===== config.mk =====
export PLATFORM = sky130hd
export DESIGN_NAME = ordered_ring_playlist_table
export DESIGN_NICKNAME = d
export VERILOG_FILES = /design/src/sv/orpt_pkg.sv /design/src/sv/orpt_ctrl.sv /design/src/sv/orpt_dpath.sv /design/src/sv/ordered_ring_playlist_table.sv
export SDC_FILE = /design/constraint.sdc
export NUM_CORES = 1
export LEC_CHECK = 0
export ABC_AREA = 1
export BUFFER_PORTS_ARGS = -buffer_cell sky130_fd_sc_hd__clkbuf_2
export CORE_UTILIZATION = 38
export DETAILED_ROUTE_END_ITERATION = 12
export PLACE_DENSITY = 0.52
export SLEW_MARGIN = 0
export SYNTH_ARGS = -nofsm -noshare
export SYNTH_HDL_FRONTEND = slang
export SYNTH_SLANG_ARGS = --single-unit
export TNS_END_PERCENT = 50

===== constraint.sdc =====
create_clock -name clk -period 3.9 [get_ports clk]
set_input_delay 0.78 -clock clk [delete_from_list [all_inputs] [get_ports clk]]
set_output_delay 0.78 -clock clk [all_outputs]
set_load 0.01 [all_outputs]

===== src/sv/orpt_pkg.sv =====
// Package for the ordered ring playlist table: field widths, codes, FSM states
// and the command bundle from controller to datapath. No dependencies.
`timescale 1ns / 1ps

package orpt_pkg;

  // Field widths fixed by the stream format
  localparam int MODE_W      = 3;
  localparam int SKEY_W      = 16;
  localparam int POS_W       = 5;
  localparam int STATUS_W    = 3;
  localparam int PKEY_W      = 16;
  localparam int PIDX_W      = 4;
  localparam int ECNT_W      = 5;
  localparam int IN_TDATA_W  = 24;
  localparam int OUT_TDATA_W = 32;

  // Default sizing
  localparam int CAPACITY_DEF  = 16;
  localparam int KEY_WIDTH_DEF = 16;

  typedef enum logic [MODE_W-1:0] {
    MODE_APPEND = 3'd0,
    MODE_DELETE = 3'd1,
    MODE_NEXT   = 3'd2,
    MODE_PREV   = 3'd3,
    MODE_AT_POS = 3'd4
  } mode_t;

  typedef enum logic [STATUS_W-1:0] {
    ST_OK        = 3'd0,
    ST_EMPTY     = 3'd1,
    ST_NOT_FOUND = 3'd2,
    ST_FULL      = 3'd3,
    ST_RANGE     = 3'd4
  } status_t;

  typedef enum logic {
    S_IDLE = 1'b0,
    S_EXEC = 1'b1
  } state_t;

  // Controller to datapath
  typedef struct packed {
    logic capture;  // latch command, compare key against all cells
    logic commit;   // apply operation, load result register
  } ctrl_cmd_t;

endpackage


===== src/sv/orpt_ctrl.sv =====
// Controller for the ordered ring playlist table: capture/execute sequencing
// and the result valid flag. Depends on orpt_pkg.
`timescale 1ns / 1ps

module orpt_ctrl (
  input  logic                clk,
  input  logic                rst_n,
  input  logic                in_tvalid,
  output logic                in_tready,
  output logic                out_tvalid,
  input  logic                out_tready,
  output orpt_pkg::ctrl_cmd_t cmd
);
  import orpt_pkg::*;

  state_t state_r, state_nxt;
  logic   out_valid_r, out_valid_nxt;

  always_ff @(posedge clk) begin
    if (!rst_n) begin
      state_r     <= S_IDLE;
      out_valid_r <= 1'b0;
    end else begin
      state_r     <= state_nxt;
      out_valid_r <= out_valid_nxt;
    end
  end

  always_comb begin
    in_tready   = 1'b0;
    cmd.capture = 1'b0;
    cmd.commit  = 1'b0;
    state_nxt   = state_r;
    unique case (state_r)
      S_IDLE: begin
        in_tready   = 1'b1;
        cmd.capture = in_tvalid;
        if (in_tvalid) state_nxt = S_EXEC;
      end
      S_EXEC: begin
        // wait here only while an old result still sits unclaimed
        cmd.commit = !out_valid_r || out_tready;
        if (cmd.commit) state_nxt = S_IDLE;
      end
      default: state_nxt = S_IDLE;
    endcase

    if (cmd.commit)      out_valid_nxt = 1'b1;
    else if (out_tready) out_valid_nxt = 1'b0;
    else                 out_valid_nxt = out_valid_r;
  end

  assign out_tvalid = out_valid_r;

endmodule


===== src/sv/orpt_dpath.sv =====
// Datapath for the ordered ring playlist table: row of key cells with
// per-cell compare and shift, count, play cursor, result register. Uses orpt_pkg.
`timescale 1ns / 1ps

module orpt_dpath #(
  parameter int CAPACITY  = orpt_pkg::CAPACITY_DEF,
  parameter int KEY_WIDTH = orpt_pkg::KEY_WIDTH_DEF
) (
  input  logic                         clk,
  input  logic                         rst_n,
  input  orpt_pkg::ctrl_cmd_t          cmd,
  input  logic [orpt_pkg::MODE_W-1:0]  in_mode,
  input  logic [orpt_pkg::SKEY_W-1:0]  in_song_key,
  input  logic [orpt_pkg::POS_W-1:0]   in_position,
  output logic [orpt_pkg::STATUS_W-1:0] out_status,
  output logic [orpt_pkg::PKEY_W-1:0]  out_played_key,
  output logic [orpt_pkg::PIDX_W-1:0]  out_played_index,
  output logic [orpt_pkg::ECNT_W-1:0]  out_entry_count
);
  import orpt_pkg::*;

  localparam int IDX_W = $clog2(CAPACITY);
  localparam int CNT_W = $clog2(CAPACITY + 1);
  localparam int CUR_W = $clog2(CAPACITY + 2);
  localparam int CMP_W = (CNT_W > POS_W) ? CNT_W : POS_W;
  localparam logic [CAPACITY-1:0] ALL_ONES = {CAPACITY{1'b1}};

  // state
  logic [KEY_WIDTH-1:0] cell_r [CAPACITY];
  logic [KEY_WIDTH-1:0] cell_nxt [CAPACITY];
  logic [CNT_W-1:0]     count_r, count_nxt;
  logic [CUR_W-1:0]     cursor_r, cursor_nxt;

  // captured command
  logic [MODE_W-1:0]    mode_r;
  logic [KEY_WIDTH-1:0] key_r;
  logic [POS_W-1:0]     pos_r;
  logic [CAPACITY-1:0]  match_r, match_nxt;

  // result register
  logic [STATUS_W-1:0]  o_status_r, o_status_nxt;
  logic [PKEY_W-1:0]    o_key_r, o_key_nxt;
  logic [PIDX_W-1:0]    o_idx_r, o_idx_nxt;
  logic [ECNT_W-1:0]    o_count_r, o_count_nxt;

  logic [31:0]          in_key32;
  logic [KEY_WIDTH-1:0] in_key;
  logic [CAPACITY-1:0]  shift_v;
  logic [CUR_W-1:0]     cur_eff, bwd_w;
  logic [CMP_W-1:0]     pos_x, cnt_x;
  logic [31:0]          pos_m1, key32, idx32, cnt32;
  logic [IDX_W-1:0]     rd_idx;
  logic [KEY_WIDTH-1:0] rd_key;
  logic                 play_ok;

  // incoming key kept to KEY_WIDTH bits
  assign in_key32 = 32'(in_song_key);
  assign in_key   = in_key32[KEY_WIDTH-1:0];

  // per-cell compare, only over occupied cells
  always_comb begin
    for (int i = 0; i < CAPACITY; i++) begin
      match_nxt[i] = (CNT_W'(i) < count_r) && (cell_r[i] == in_key);
    end
  end

  // cell i takes the key of cell i+1 when the first match lies at or below it
  always_comb begin
    for (int i = 0; i < CAPACITY; i++) begin
      shift_v[i] = |(match_r & (ALL_ONES >> (CAPACITY - 1 - i)));
    end
  end

  // cursor falls back to 1 once past the count
  assign cur_eff = (cursor_r > CUR_W'(count_r)) ? CUR_W'(1) : cursor_r;
  assign bwd_w   = (cur_eff == CUR_W'(1)) ? '0
                 : CUR_W'(count_r) - cur_eff + CUR_W'(1);

  assign pos_x  = CMP_W'(pos_r);
  assign cnt_x  = CMP_W'(count_r);
  assign pos_m1 = 32'(pos_r) - 32'd1;

  always_comb begin
    rd_idx = '0;
    unique case (mode_r)
      MODE_NEXT: rd_idx = cur_eff[IDX_W-1:0] - IDX_W'(1);
      MODE_PREV: rd_idx = bwd_w[IDX_W-1:0];
      default:   rd_idx = pos_m1[IDX_W-1:0];
    endcase
  end

  assign rd_key = cell_r[rd_idx];
  assign key32  = 32'(rd_key);
  assign idx32  = 32'(rd_idx);
  assign cnt32  = 32'(count_nxt);

  always_comb begin
    cell_nxt     = cell_r;
    count_nxt    = count_r;
    cursor_nxt   = cursor_r;
    o_status_nxt = ST_OK;
    play_ok      = 1'b0;
    unique case (mode_r)
      MODE_APPEND: begin
        if (count_r == CNT_W'(CAPACITY)) begin
          o_status_nxt = ST_FULL;
        end else begin
          for (int i = 0; i < CAPACITY; i++) begin
            if (CNT_W'(i) == count_r) cell_nxt[i] = key_r;
          end
          count_nxt = count_r + CNT_W'(1);
        end
      end
      MODE_DELETE: begin
        if (count_r == '0) begin
          o_status_nxt = ST_EMPTY;
        end else if (!(|match_r)) begin
          o_status_nxt = ST_NOT_FOUND;
        end else begin
          for (int i = 0; i < CAPACITY - 1; i++) begin
            if (shift_v[i]) cell_nxt[i] = cell_r[i+1];
          end
          count_nxt = count_r - CNT_W'(1);
        end
      end
      MODE_NEXT, MODE_PREV: begin
        cursor_nxt = cur_eff + CUR_W'(1);
        if (count_r == '0) o_status_nxt = ST_EMPTY;
        else               play_ok      = 1'b1;
      end
      MODE_AT_POS: begin
        if (count_r == '0)                        o_status_nxt = ST_EMPTY;
        else if (pos_r == '0 || pos_x > cnt_x)    o_status_nxt = ST_RANGE;
        else                                      play_ok      = 1'b1;
      end
      default: o_status_nxt = ST_OK;  // unused modes do nothing
    endcase

    o_key_nxt   = play_ok ? key32[PKEY_W-1:0] : '0;
    o_idx_nxt   = play_ok ? idx32[PIDX_W-1:0] : '0;
    o_count_nxt = cnt32[ECNT_W-1:0];
  end

  always_ff @(posedge clk) begin
    if (!rst_n) begin
      count_r  <= '0;
      cursor_r <= CUR_W'(1);
    end else if (cmd.commit) begin
      count_r  <= count_nxt;
      cursor_r <= cursor_nxt;
    end
  end

  always_ff @(posedge clk) begin
    if (cmd.capture) begin
      mode_r  <= in_mode;
      key_r   <= in_key;
      pos_r   <= in_position;
      match_r <= match_nxt;
    end
    if (cmd.commit) begin
      cell_r     <= cell_nxt;
      o_status_r <= o_status_nxt;
      o_key_r    <= o_key_nxt;
      o_idx_r    <= o_idx_nxt;
      o_count_r  <= o_count_nxt;
    end
  end

  assign out_status       = o_status_r;
  assign out_played_key   = o_key_r;
  assign out_played_index = o_idx_r;
  assign out_entry_count  = o_count_r;

endmodule


===== src/sv/ordered_ring_playlist_table.sv =====
// Top level of the ordered ring playlist table: stream ports, field packing,
// controller and datapath. Depends on orpt_pkg, orpt_ctrl, orpt_dpath.
`timescale 1ns / 1ps

// Usage
//   Input channel (in_*): one beat is one command. in_tuser carries the mode
//   (append, delete, play next, play previous, play at position); in_tdata
//   carries the song key and the 1-based position.
//   Output channel (out_*): exactly one beat per command, in command order,
//   with the status code on out_tuser and the played key, its index from
//   the head and the entry count after the command on out_tdata.
//   Timing: a command is captured when it is accepted; its result is loaded
//   into the output register when the execute state commits. The controller
//   runs capture (parallel key compare in every cell) then execute (shift or
//   write of the cells, cursor and count update), and in_tready stays low
//   while the controller is in execute.
//   Stall: the result sits in an output register; the next command is
//   still taken while it waits, and only its execute cycle holds until the
//   receiver takes the old result. Nothing is dropped or repeated.
//   Reset: synchronous, active low; the list empties, the play cursor goes
//   to one, no result is pending. Key cells are not cleared: only occupied
//   cells are ever read, so no clearing pass is needed.

module ordered_ring_playlist_table #(
  parameter int CAPACITY  = orpt_pkg::CAPACITY_DEF,
  parameter int KEY_WIDTH = orpt_pkg::KEY_WIDTH_DEF
) (
  input  logic                                clk,
  input  logic                                rst_n,
  input  logic                                in_tvalid,
  output logic                                in_tready,
  input  logic [orpt_pkg::IN_TDATA_W-1:0]     in_tdata,   // [15:0] song_key, [20:16] position
  input  logic [orpt_pkg::MODE_W-1:0]         in_tuser,   // [2:0] mode
  output logic                                out_tvalid,
  input  logic                                out_tready,
  output logic [orpt_pkg::OUT_TDATA_W-1:0]    out_tdata,  // [15:0] played_key,
                                                          // [19:16] played_index,
                                                          // [24:20] entry_count
  output logic [orpt_pkg::STATUS_W-1:0]       out_tuser   // [2:0] status
);
  import orpt_pkg::*;

  ctrl_cmd_t            cmd;
  logic [PKEY_W-1:0]    played_key;
  logic [PIDX_W-1:0]    played_index;
  logic [ECNT_W-1:0]    entry_count;

  orpt_ctrl u_ctrl (
    .clk        (clk),
    .rst_n      (rst_n),
    .in_tvalid  (in_tvalid),
    .in_tready  (in_tready),
    .out_tvalid (out_tvalid),
    .out_tready (out_tready),
    .cmd        (cmd)
  );

  orpt_dpath #(
    .CAPACITY  (CAPACITY),
    .KEY_WIDTH (KEY_WIDTH)
  ) u_dpath (
    .clk              (clk),
    .rst_n            (rst_n),
    .cmd              (cmd),
    .in_mode          (in_tuser),
    .in_song_key      (in_tdata[SKEY_W-1:0]),
    .in_position      (in_tdata[SKEY_W+POS_W-1:SKEY_W]),
    .out_status       (out_tuser),
    .out_played_key   (played_key),
    .out_played_index (played_index),
    .out_entry_count  (entry_count)
  );

  // pad to whole bytes
  assign out_tdata = {{(OUT_TDATA_W-PKEY_W-PIDX_W-ECNT_W){1'b0}},
                      entry_count, played_index, played_key};

endmodule


[Yosys cells after proc, flatten, opt, wreduce, memory -nomap -nowiden]
Index checks and enable logic that the tools add are counted.
Operators by class
  reduce and logical (&&, ||, !) cells: 57
  $add $sub $neg: 7
  mux-type cells: 64
  equal/unequal tests: 70
  bitwise operators: 3
  $lt $le $gt $ge: 19
Operators by type and width (count)
  two-way mux 16 bit: 33
  two-way mux 240 bit: 2
  one-hot mux 240 bit (2 select lines): 1
  == test 16 bit: 16
  two-way mux 256 bit: 1
  AND reduction 7 bit: 15
  binary-select mux 16 bit (select 4 bit): 1
  != test 2 x 1 -> 1 bit, second input constant: 31
  == test 4 x 5 -> 1 bit, first input constant: 8
  < comparator 4 x 5 -> 1 bit, first input constant: 8
  == test 3 x 5 -> 1 bit, first input constant: 4
  < comparator 3 x 5 -> 1 bit, first input constant: 4
  two-way mux 5 bit: 4
  logical AND 1 bit: 16
  OR reduction 16 bit: 1
  OR reduction 15 bit: 1
  OR reduction 14 bit: 1
  OR reduction 13 bit: 1
  one-hot mux 3 bit (4 select lines): 1
  OR reduction 12 bit: 1
  two-way mux 1 bit: 11
  OR reduction 11 bit: 1
  adder 5 x 1 -> 5 bit, second input constant: 2
  == test 2 x 5 -> 1 bit, first input constant: 2
  39 further kinds: 54
Storage, ports and cells
  bits in registers: 336
  output and inout port bits: 37
  logic and storage cells: 248

[Logic depth before layout (Yosys ltp)]
Gate-level depths: netlist (run 1).
  depth in word-level cells: 10
  gate-level depth with buffers: 25
  gate-level depth less buffers: 24

[Modules after synthesis]
Synthesis (run 1) repeated with hierarchy kept, for this count alone.
Second synthesis, totals
  cells, all modules: 2279
  area, all modules: 19794.0 sq um
By module, submodules not included
  orpt_dpath: seq. area each 9929.5 sq um, times used 1, cells each 2259, area each 19646.3 sq um
  orpt_ctrl: seq. area each 40.0 sq um, times used 1, cells each 12, area each 91.3 sq um
  ordered_ring_playlist_table: seq. area each 0.0 sq um, times used 1, cells each 8, area each 56.3 sq um

[Least setup slack after synthesis (run 1)]
No wires, ideal clock.
  path kind: register to register
  start point: reg u_dpath.count_r[2] (netlist: u_dpath.cnt_x[2])
  end point: reg u_dpath.o_key_r[10] (netlist: u_dpath.out_played_key[10]), data pin
  stages on the path, launching flop included: 26
  path buffers: 2
  setup slack: -0.142 ns
  arrival time: 3.772 ns
  library setup time: 0.270 ns
  period minus slack after synthesis: 4.042 ns
  data required time: 3.630 ns
  cell sequence: dfxtp_1 > buf_1 > inv_1 > ha_1 > nand2_1 > nor2_1 > nand2_1 > nand3_1 > nand2_2 > nand2_1 > inv_1 > ha_1 > inv_1 > ha_1 > inv_1 > fa_1 > xnor2_1 > xor2_1 > or2_2 > nand3_1 > nand2_1 > nand2_2 > inv_1 > buf_2 > nand3_1 > a21oi_1
Between the ends
  word-level cells in the longest chain between the ends: 10
  elaborated cells between the ends (all ways): 19
  those cells by class: add/sub: 3; order compare: 2; eq/ne: 1; mux: 10; bitwise: 1; reduce/logical: 2
Ends and longest elaborated chain
  start, declared: RTL line orpt_dpath.sv:31  | logic [CNT_W-1:0] count_r, count_nxt;
  start signal, assigned: RTL line orpt_dpath.sv:149  | count_r <= count_nxt;
  greater-than comparator 5 bit: RTL line orpt_dpath.sv:75  | assign cur_eff = (cursor_r > CUR_W'(count_r)) ? CUR_W'(1) : cursor_r;
  two-way mux 5 bit: RTL line orpt_dpath.sv:75
  subtractor 4 bit: RTL line orpt_dpath.sv:77  | : CUR_W'(count_r) - cur_eff + CUR_W'(1);
  adder 4 x 1 -> 4 bit: RTL line orpt_dpath.sv:77
  two-way mux 4 bit: RTL line orpt_dpath.sv:76  | assign bwd_w = (cur_eff == CUR_W'(1)) ? '0
  one-hot mux 4 bit (2 select lines): RTL line orpt_dpath.sv:85  | unique case (mode_r)
  inverter 4 -> 5 bit (implied by the code): RTL line orpt_dpath.sv:92  | assign rd_key = cell_r[rd_idx];
  binary-select mux 16 bit (select 4 bit): RTL line orpt_dpath.sv:92
  two-way mux 16 bit (implied by the code) (2 in a row): RTL line orpt_dpath.sv:92
  end signal, assigned: RTL line orpt_dpath.sv:164  | o_key_r <= o_key_nxt;
  end, declared: RTL line orpt_dpath.sv:42  | logic [PKEY_W-1:0] o_key_r, o_key_nxt;
Several ways; a longest one is shown, not always the timed one. The select of a mux whose other input is x is not followed.
A chain may end at the register's enable or synchronous reset.

[Worst setup path in the final report (run 1)]
  start point: reg u_dpath.count_r[1] (netlist: u_dpath.cnt_x[1])
  end point: reg u_dpath.o_key_r[10] (netlist: u_dpath.out_played_key[10]), data pin
Same word-level chain as after synthesis.

==> impl_metrics.csv, run 1 <==
group,metric,value,unit
grt,grt_max_degree,137,
status,status,"complete, no violations",
place,place_inst,2951,
worst_setup_path,crit_type,"register to register",
sta,setup_violations,0,
sta,finalHoldViolCount,0,
drt,drtAntennaViolNets,0,
yosys,ys_types,44,
worst_setup_path,cp_slowest_stage_delay,0.36,ns
grt,grt_pass1_wl,123000,um
grt,grt_use_met3,0.0684,
yosys,synth_seq_area_share,0.506,
drt,dr.pass1.iters,7,
final_layout,fin_area,0.0226,mm^2
cts,numCtsBuffers,41,
drt,routed_wl,86100,um
yosys,synth_edf_count,324,
sta,relSlewSlack,0.203,
drt,drtIter0Drc,2850,
worst_setup_path,crit_arrival,3.98,ns
worst_setup_path,crit_fanout,8,
drt,vias,18500,
yosys,synthTopCellsByCount,"nand3_1 (392), nand2_1 (347), edfxtp_1 (324)",
grt,grt.total_usage,0.321,
sta,layout_min_cycle_time,3.67,ns
pwr,peakVddDrop,0.262,mV
final_layout,n_fill_cell,5084,
yosys,yosys_warnings,0,
cts,clk_transition_reported_paths,0.06,ns
job,max-cap-violations,0,
place,hpwl,58800,um
cts,cts_max_path_buffers,3,
sta,rsz0062_at_grt,"false",
floorplanning,die_x,230,um
worst_setup_path,required,4.21,ns
final_layout,seqCellArea,0.00998,mm^2
sta,period_share,0.941,
grt,busiest_layer,"met2",
floorplanning,start_util,0.384,
worst_setup_path,crit_family,"simple AND/OR/NAND/NOR gates",
yosys,synth_top_area_share,0.494,
floorplanning,dieHeight,230,um
pwr,power_density,425,mW/mm^2
floorplanning,die-area,0.0527,mm^2
yosys,yosysMostFrequentCell,"nand3_1",
yosys,async_flop_share,0,
yosys,synth_area,0.0197,mm^2
place,placed_area,0.0211,mm^2
cts,htreeDepth,2,
final_layout,multi_input_area,0.00803,mm^2
pwr,p_leak,9.10,nW
yosys,yosys_most_used_dff,"edfxtp_1",
cts,cts_tree,"built",
final_layout,final_cells,3032,
yosys,ys_seq_elements,336,
sta,drv_slew,0,
worst_setup_path,cp-end-kind,"register",
sta,max_slew.worst_pin.slew,1.19,ns
place,portBuffers,57,
pwr,design_power_total,9.63,mW
grt,antenna_found_initial,0,
grt,met2_usage,0.469,
sta,fmax,272,MHz
cts,clock-root-buffer,"clkbuf_16",
cts,clk_latency,0.59,ns
worst_setup_path,cp-start-kind,"register",
drt,drcViolationCount,0,
yosys,syn_inst,2269,
floorplanning,core,0.0513,mm^2
place,gp_congestion,0.942,
final_layout,drive_gt1_frac,0.121,
grt,grt.met1_usage,0.455,
final_layout,area_delta_synth_final,15.0,%
sta,tns,0,ns
grt,grt-ovfl-total,0,
worst_setup_path,path_common_cell,"nand2_2",
floorplanning,ios,68,
grt,first_global_vias,17400,
drt,post_drt_wl_per_cell,28.4,um
cts,cts_sinks,336,
sta,fin_skew,0.0265,ns
yosys,synth.area.top_cells,"edfxtp_1 (49%), nand3_1 (10%), o21ai_0 (6.9%)",
hold_path,min_path_type,"input pin to register",
floorplanning,row_count,83,
worst_setup_path,worst-path-buf-inv,6,
worst_setup_path,cp_cell_sequence,"inv_4 > ha_4 > nand2_2 > nor2_4 > nand2_2 > nand3_2 > nand2_2 > nand2_2 > inv_1 > ha_1 > inv_1 > ha_1 > inv_1 > fa_2 > xnor2_2 > xor2_1 > or2_4 > nand3_1 > nand2_1 > nand2_2 > clkinvlp_4 > clkbuf_16 > nand3_1 > a21oi_1",
final_layout,finalNetCount,2373,
yosys,syn_avg_cell_area,8.68,um^2
worst_setup_path,critical-path-slowest-cell,"dfxtp_2",
drt,drt-vias-per-instance,6.10,
yosys,yosysTopAreaCell,"edfxtp_1",
cts,holdBufCountCts,0,
## state kept, by name (all words and copies together) (netlist names)
register,flops
u_ctrl.state_r,1
u_dpath.cnt_x,5
u_ctrl.out_tvalid,1
u_dpath.out_entry_count,5
u_dpath.out_played_index,4
u_dpath.key_r,16
u_dpath.cursor_r,5
u_dpath.match_r,16
u_dpath.pos_r,5
u_dpath.cell_r,256
u_dpath.mode_r,3
u_dpath.out_played_key,16
u_dpath.out_status,3
## layer usage
layer | share of wire | routed length (um) | vias to the layer above
met3 | 0.11 | 9550 | 174
li1 | - | - | 8015
met5 | 0 | 0 | -
met4 | 0.047 | 4060 | 0
met1 | 0.42 | 35800 | 9077
met2 | 0.43 | 36700 | 1216
## cells by family after synthesis
| kind of cell | share of synthesized area |
|---|---|
| fa+ha+maj | 0.0150 |
| simple gates | 0.202 |
| flops | 0.506 |
| xor+xnor | 0.0391 |
| other cells | 0.000190 |
| compound gates | 0.137 |
| buf+inv | 0.100 |
## power by group
group / switching (mW) / total, mW / internal [mW]
Combinational: 1.15 / 1.57 / 0.422
Sequential: 0.0649 / 4.17 / 4.10
Clock: 1.62 / 3.89 / 2.27
## placed cells by master (no fill, tap or decap), types with 8 or more instances in the layout
| cell type | instances |
|---|---|
| clkbuf_16 | 44 |
| o22ai_1 | 69 |
| inv_1 | 316 |
| o21ai_0 | 270 |
| clkinv_1 | 8 |
| nand3_1 | 383 |
| xor2_1 | 70 |
| buf_12 | 11 |
| a221oi_1 | 43 |
| nand4_1 | 14 |
| buf_4 | 91 |
| edfxtp_1 | 324 |
| clkbuf_1 | 11 |
| clkbuf_2 | 57 |
| a21oi_1 | 33 |
| nand2_1 | 342 |
| nor4_1 | 31 |
| ha_1 | 18 |
| xnor2_1 | 17 |
| o211ai_1 | 11 |
| nor2_1 | 50 |
| nor3_1 | 14 |
## what timing repair did
action,4_1_cts,5_1_grt
endpoints found under the setup margin,7,17
gates resized for setup,1,36
buffers inserted,1,3
gates cloned,0,1
pin swaps,0,7
## through the flow
step,hold WS [ns],util,setup slack [ns]
final,0.377,0.441,0.230
after global routing,0.358,0.441,0.0523
after floorplan,0.427,-,0.00673
after global placement,0.430,0.411,-0.0464
after detailed placement,0.435,0.411,-0.0343
after CTS,0.349,0.437,0.0562
## area by class of cell
type                            instances  area share
Clock buffer                           57      0.0512
Tap cell                              680      0.0376
Multi-Input combinational cell       1453       0.355
Antenna cell                            1    0.000111
Sequential cell                       336       0.441
Inverter                              326      0.0546
Clock inverter                         18     0.00707
Timing Repair Buffer                  161      0.0541
## path summary, 6_finish.rpt
| check | end | cells after the start | slack, ns | start |
|---|---|---|---|---|
| worst min-delay path | u_dpath.pos_r[2]$_DFFE_PP_ | 1 | 0.38 | in_tdata[18] |
| worst max register to register | u_dpath.out_played_key[10]$_SDFFCE_PN0P_ | 24 | 0.23 | u_dpath.cnt_x[1]$_SDFFE_PN0P_ |
| worst max-delay path | u_dpath.out_played_key[10]$_SDFFCE_PN0P_ | 24 | 0.23 | u_dpath.cnt_x[1]$_SDFFE_PN0P_ |
| worst min register to register | u_dpath.cell_r[12]$_DFFE_PP_ | 0 | 0.45 | u_dpath.key_r[12]$_DFFE_PP_ |
(Power assumes the default switching activity.)
==> run 2, diff against run 1 <==
- CORE_UTILIZATION: 38 -> 45
- PLACE_DENSITY: 0.52 -> default
- PLACE_DENSITY_LB_ADDON: default -> 0.05
==> run 2 against run 1 <==
Net effect:
- register-to-register slack about the same
- global-route usage increased by 4.5 points
- wire length decreased by 5.4%
- design area decreased by 1.3%
- worst setup slack improved by 0.012 ns
- sequential power about the same
- highest routed layer is now met5
- non-clock buffer count increased by 11
- combinational power about the same
- count of clock-buffer cells in the layout decreased by 3
- largest power group unchanged
- final cell count decreased by 2.8%
- fmax increased by 0.33%
==> impl_metrics.csv, run 2 (same netlist as run 1, synthesis figures left out) <==
group,metric,value,unit
cts,htreeDepth,2,
pwr,peakVddDrop,0.301,mV
pwr,design_power_total,9.23,mW
grt,first_global_vias,17600,
place,gp_congestion,0.962,
place,place_inst,2872,
floorplanning,start_util,0.457,
place,portBuffers,57,
final_layout,area_delta_synth_final,13.4,%
final_layout,finalNetCount,2384,
sta,drv_slew,0,
sta,relSlewSlack,0.240,
sta,fin_hold_ws,0.390,ns
pwr,sw_frac_of_total,0.300,
worst_setup_path,crit_fanout,33,
pwr,power_frac_seq,0.452,
sta,fin_skew,0.0284,ns
floorplanning,ios,68,
worst_setup_path,crit_arrival,3.96,ns
final_layout,drive_gt1_frac,0.118,
final_layout,fin_area,0.0223,mm^2
cts,clock-root-buffer,"clkbuf_16",
grt,grt_pass1_wl,118000,um
place,hpwl,57500,um
worst_setup_path,cp-end-kind,"register",
sta,setup_violations,0,
sta,finalHoldViolCount,0,
pwr,power_density,413,mW/mm^2
drt,drcViolationCount,0,
grt,grt.total_usage,0.366,
pwr,intPower,6.46,mW
worst_setup_path,required,4.20,ns
final_layout,mostFrequentLayoutCells,"nand3_1 (383), nand2_1 (345), edfxtp_1 (324), inv_1 (317), o21ai_0 (270)",
cts,cts_tree,"built",
cts,holdBufCountCts,0,
job,max-cap-violations,0,
cts,cts_max_path_buffers,3,
drt,vias,18300,
place,placed_area,0.0211,mm^2
worst_setup_path,r2r_slack,0.24,ns
floorplanning,die-area,0.0446,mm^2
final_layout,final_cells,2946,
floorplanning,core,0.0431,mm^2
cts,clk_latency,0.58,ns
drt,drtIter0Drc,2670,
final_layout,top_register,"u_dpath.cell_r",
drt,routed_wl,81500,um
sta,max_slew.worst_pin.slew,1.14,ns
pwr,comb_power_share,0.167,
grt,grt_max_degree,122,
floorplanning,die_x,211,um
sta,tns,0,ns
drt,drt-vias-per-instance,6.20,
cts,cts_setup_buffers,0,
floorplanning,row_count,76,
final_layout,final_common_cell,"nand3_1",
cts,clk_transition_reported_paths,0.06,ns
pwr,p_sw,2.77,mW
pwr,power.share.clock,0.382,
worst_setup_path,crit_type,"register to register",
hold_path,min_path_type,"input pin to register",
grt,antenna_found_initial,1,
sta,rsz0062_at_grt,"true",
pwr,p_leak,9.08,nW
final_layout,largest_reg_flops,256,
worst_setup_path,cp-start-kind,"register",
drt,post_drt_wl_per_cell,27.7,um
final_layout,antenna_cells,0,
sta,fmax,273,MHz
drt,dr.pass1.iters,7,
sta,period_share,0.938,
drt,drtAntennaViolNets,0,
status,status,"complete, no violations",
sta,layout_min_cycle_time,3.66,ns
grt,grt-ovfl-total,0,
cts,cts_sinks,336,
final_layout,n_fill_cell,4062,
cts,numCtsBuffers,41,
floorplanning,dieHeight,211,um
run 2: cell count changes in the layout (fill, tap and decap cells not counted), sizes merged:
cell | previous run | this run
buf | 103 | 115
diode | 1 | 0
clkbuf | 115 | 111
bufinv | 3 | 0
inv | 325 | 326
clkinv | 15 | 20
clkinvlp | 1 | 0
run 2: power by group through the flow:
| stage | logic, mW | clock network (mW) | registers, mW |
|---|---|---|---|
| 2_1_floorplan | 0.818 | 0 | 4.23 |
| 3_3_place_gp | 1.45 | 0 | 4.24 |
| 3_5_place_dp | 1.46 | 0 | 4.24 |
| 4_1_cts | 1.46 | 3.55 | 4.17 |
| 5_1_grt | 1.61 | 3.68 | 4.18 |
| 6_report | 1.54 | 3.52 | 4.17 |
run 2: worst max-delay path: stages, from the launching register on:
cell	delay, ns
dfxtp_2	0.33
inv_2	0.04
ha_1	0.30
nand2_1	0.10
inv_1	0.04
nand2_1	0.06
nand3_1	0.08
nand2_2	0.09
inv_1	0.06
nor2_1	0.18
ha_1	0.19
ha_1	0.15
inv_1	0.06
fa_2	0.56
inv_1	0.04
nand2_1	0.05
nand2_1	0.05
nand2_1	0.20
buf_12	0.27
nand3_1	0.27
nand3_1	0.16
a21oi_1	0.08
run 2: layout make-up:
| class | instances | area [um^2] | area share |
|---|---|---|---|
| tap | 585 | 732 | 0.0328 |
| clock inverter | 20 | 98.8 | 0.00443 |
| multi-input combinational | 1453 | 7960 | 0.356 |
| inverter | 326 | 1230 | 0.0551 |
| timing repair buffer | 172 | 1260 | 0.0566 |
| clock buffer | 54 | 1070 | 0.0481 |
| sequential | 336 | 9970 | 0.447 |
run 2: per-layer routing:
| layer | part of all wire | vias to the layer above | global-route usage | routed length (um) |
|---|---|---|---|---|
| li1 | - | 8032 | - | - |
| met5 | 0.00015 | - | 0 | 12 |
| met2 | 0.43 | 1227 | 0.554 | 34900 |
| met3 | 0.11 | 269 | 0.0679 | 8920 |
| met4 | 0.063 | 2 | 0.199 | 5140 |
| met1 | 0.40 | 8733 | 0.497 | 32500 |
run 2: through the flow:
stage               setup slack (ns)   util
floorplan                    0.00673      -
global placement              0.0758  0.489
detailed placement            0.0823  0.489
CTS                           0.0608  0.516
global route                 -0.0173  0.518
finish                         0.242  0.518
run 2: path summary, 6_finish.rpt:
| path | from | endpoint | depth (start not counted) |
|---|---|---|---|
| max | u_dpath.cnt_x[4]$_SDFFE_PN0P_ | u_dpath.out_played_key[2]$_SDFFCE_PN0P_ | 21 |
| max reg2reg | u_dpath.cnt_x[4]$_SDFFE_PN0P_ | u_dpath.out_played_key[2]$_SDFFCE_PN0P_ | 21 |
| min reg2reg | u_dpath.key_r[2]$_DFFE_PP_ | u_dpath.cell_r[2]$_DFFE_PP_ | 0 |
| min | in_tuser[0] | u_dpath.mode_r[0]$_DFFE_PP_ | 1 |
run 2: timing repair:
item | CTS | global route
endpoints found under the setup margin | 0 | 17
resized for setup | 0 | 24
endpoints found under the hold margin | 0 | 0
==> run 3, diff against run 2 <==
- CORE_ASPECT_RATIO: default -> 0.8
==> run 3 against run 2 <==
Net effect:
- wire length grew 8.2%
- final cell count shrank 0.68%
- core utilization grew 0.40 points
- register-to-register slack lost 0.10 ns
- global-route usage grew 2.3 points
- critical path depth grew 3
- fmax shrank 2.7%
- design area grew 0.91%
- via count grew 3.3%
- combinational power grew 6%
- largest cell class unchanged
==> impl_metrics.csv, run 3 (same netlist as run 1, synthesis figures left out) <==
group,metric,value,unit
sta,setup_ws,0.141,ns
grt,grt-ovfl-total,0,
sta,period_share,0.964,
final_layout,final_common_cell,"nand3_1",
sta,finalHoldViolCount,0,
worst_setup_path,crit_arrival,4.07,ns
drt,routed_wl,88100,um
worst_setup_path,r2r_slack,0.14,ns
floorplanning,ios,68,
status,status,"complete, no violations",
cts,cts_max_path_buffers,3,
place,place_inst,2853,
job,max-cap-violations,0,
grt,grt_pass1_wl,124000,um
worst_setup_path,crit_fanout,7,
hold_path,min_path_type,"input pin to register",
floorplanning,die_x,236,um
drt,post_drt_wl_per_cell,30.1,um
sta,max_slew.worst_pin.slew,1.16,ns
pwr,peakVddDrop,0.305,mV
cts,cts_tree,"built",
floorplanning,start_util,0.457,
final_layout,drive_gt1_frac,0.127,
place,portBuffers,57,
floorplanning,row_count,68,
final_layout,largest_reg_flops,256,
final_layout,final_cells,2926,
worst_setup_path,required,4.21,ns
final_layout,antenna_cells,0,
drt,drt-vias-per-instance,6.45,
place,hpwl,59700,um
cts,numCtsBuffers,40,
sta,fin_hold_ws,0.393,ns
final_layout,mostFrequentLayoutCells,"nand3_1 (386), nand2_1 (343), edfxtp_1 (324), inv_1 (314), o21ai_0 (270)",
sta,fin_skew,0.0189,ns
worst_setup_path,cp-start-kind,"register",
grt,antenna_found_initial,3,
cts,cts_sinks,336,
cts,htreeDepth,2,
sta,setup_violations,0,
sta,drv_slew,0,
floorplanning,die-area,0.0446,mm^2
sta,fmax,266,MHz
drt,drtIter0Drc,3043,
worst_setup_path,cp-end-kind,"register",
sta,relSlewSlack,0.229,
drt,vias,18900,
grt,first_global_vias,17400,
worst_setup_path,crit_type,"register to register",
cts,clk_transition_reported_paths,0.06,ns
pwr,p_leak,9.15,nW
pwr,power_density,423,mW/mm^2
final_layout,top_register,"u_dpath.cell_r",
final_layout,area_delta_synth_final,14.4,%
sta,layout_min_cycle_time,3.76,ns
drt,drcViolationCount,0,
pwr,design_power_total,9.54,mW
final_layout,finalNetCount,2394,
drt,drtAntennaViolNets,0,
grt,grt.total_usage,0.390,
place,gp_congestion,1.00,
floorplanning,dieHeight,189,um
cts,clk_latency,0.58,ns
grt,grt_max_degree,121,
sta,rsz0062_at_grt,"false",
floorplanning,core,0.0431,mm^2
place,place_ws,-0.239,ns
drt,dr.pass1.iters,6,
cts,clock-root-buffer,"clkbuf_16",
-- run 3: area by class of cell --
type | instances | area [um^2]
Tap cell | 560 | 701
Inverter | 326 | 1230
Sequential cell | 336 | 9970
Clock inverter | 14 | 144
Timing Repair Buffer | 183 | 1400
Fill cell | 4040 | 20600
Clock buffer | 54 | 1090
Multi-Input combinational cell | 1453 | 7990
-- run 3: critical path: stages (launching register included) --
cell and delay, ns:
dfxtp_2 0.32, inv_1 0.05, ha_1 0.28, nand2_2 0.06
nor2_2 0.09, nand2_1 0.07, nand3_2 0.06, nand2_2 0.07
nand2_2 0.08, inv_2 0.04, ha_1 0.26, inv_1 0.06
ha_2 0.16, inv_2 0.04, fa_2 0.35, xnor2_2 0.15
xor2_1 0.17, or2_4 0.24, nand3_2 0.06, nand2_2 0.07
nand2_4 0.12, clkinvlp_4 0.18, buf_12 0.19, nand3_1 0.21
a21oi_1 0.10
-- run 3: repair_timing --
action                                  CTS  global route
endpoints found under the setup margin   11            17
pin swaps                                 1            12
resized for setup                         2            30
hold buffers                              0             0
hold endpoints to repair                  0             0
setup buffers                             2             2
cloned                                    0             1
-- run 3: stage by stage --
stage / setup TNS (ns) / util / instance area, um^2
detailed placement: -1.12 / 0.489 / 21100
finish: 0 / 0.522 / 22500
CTS: -0.000541 / 0.519 / 22400
floorplan: 0 / - / 19700
global placement: -0.654 / 0.489 / 21100
global route: 0 / 0.522 / 22500
-- run 3: routing by layer --
layer	up-vias	wire [um]	track usage
li1	8048	-	-
met1	9130	35800	0.565
met2	1492	34200	0.525
met3	187	14100	0.128
met4	8	4060	0.165
met5	-	61	0
-- run 3: final timing paths --
kind | startpoint | to | cells past startpoint
worst min register to register | u_dpath.key_r[6]$_DFFE_PP_ | u_dpath.cell_r[6]$_DFFE_PP_ | 0
worst max register to register | u_dpath.cnt_x[3]$_SDFFE_PN0P_ | u_dpath.out_played_key[6]$_SDFFCE_PN0P_ | 24
worst min-delay path | in_tdata[16] | u_dpath.pos_r[0]$_DFFE_PP_ | 1
worst max-delay path | u_dpath.cnt_x[3]$_SDFFE_PN0P_ | u_dpath.out_played_key[6]$_SDFFCE_PN0P_ | 24
-- run 3: power by group --
group	internal [mW]	switching, mW	total, mW	leakage (nW)
Clock	2.16	1.58	3.73	0.609
Sequential	4.10	0.0650	4.17	3.08
Combinational	0.436	1.20	1.64	5.46
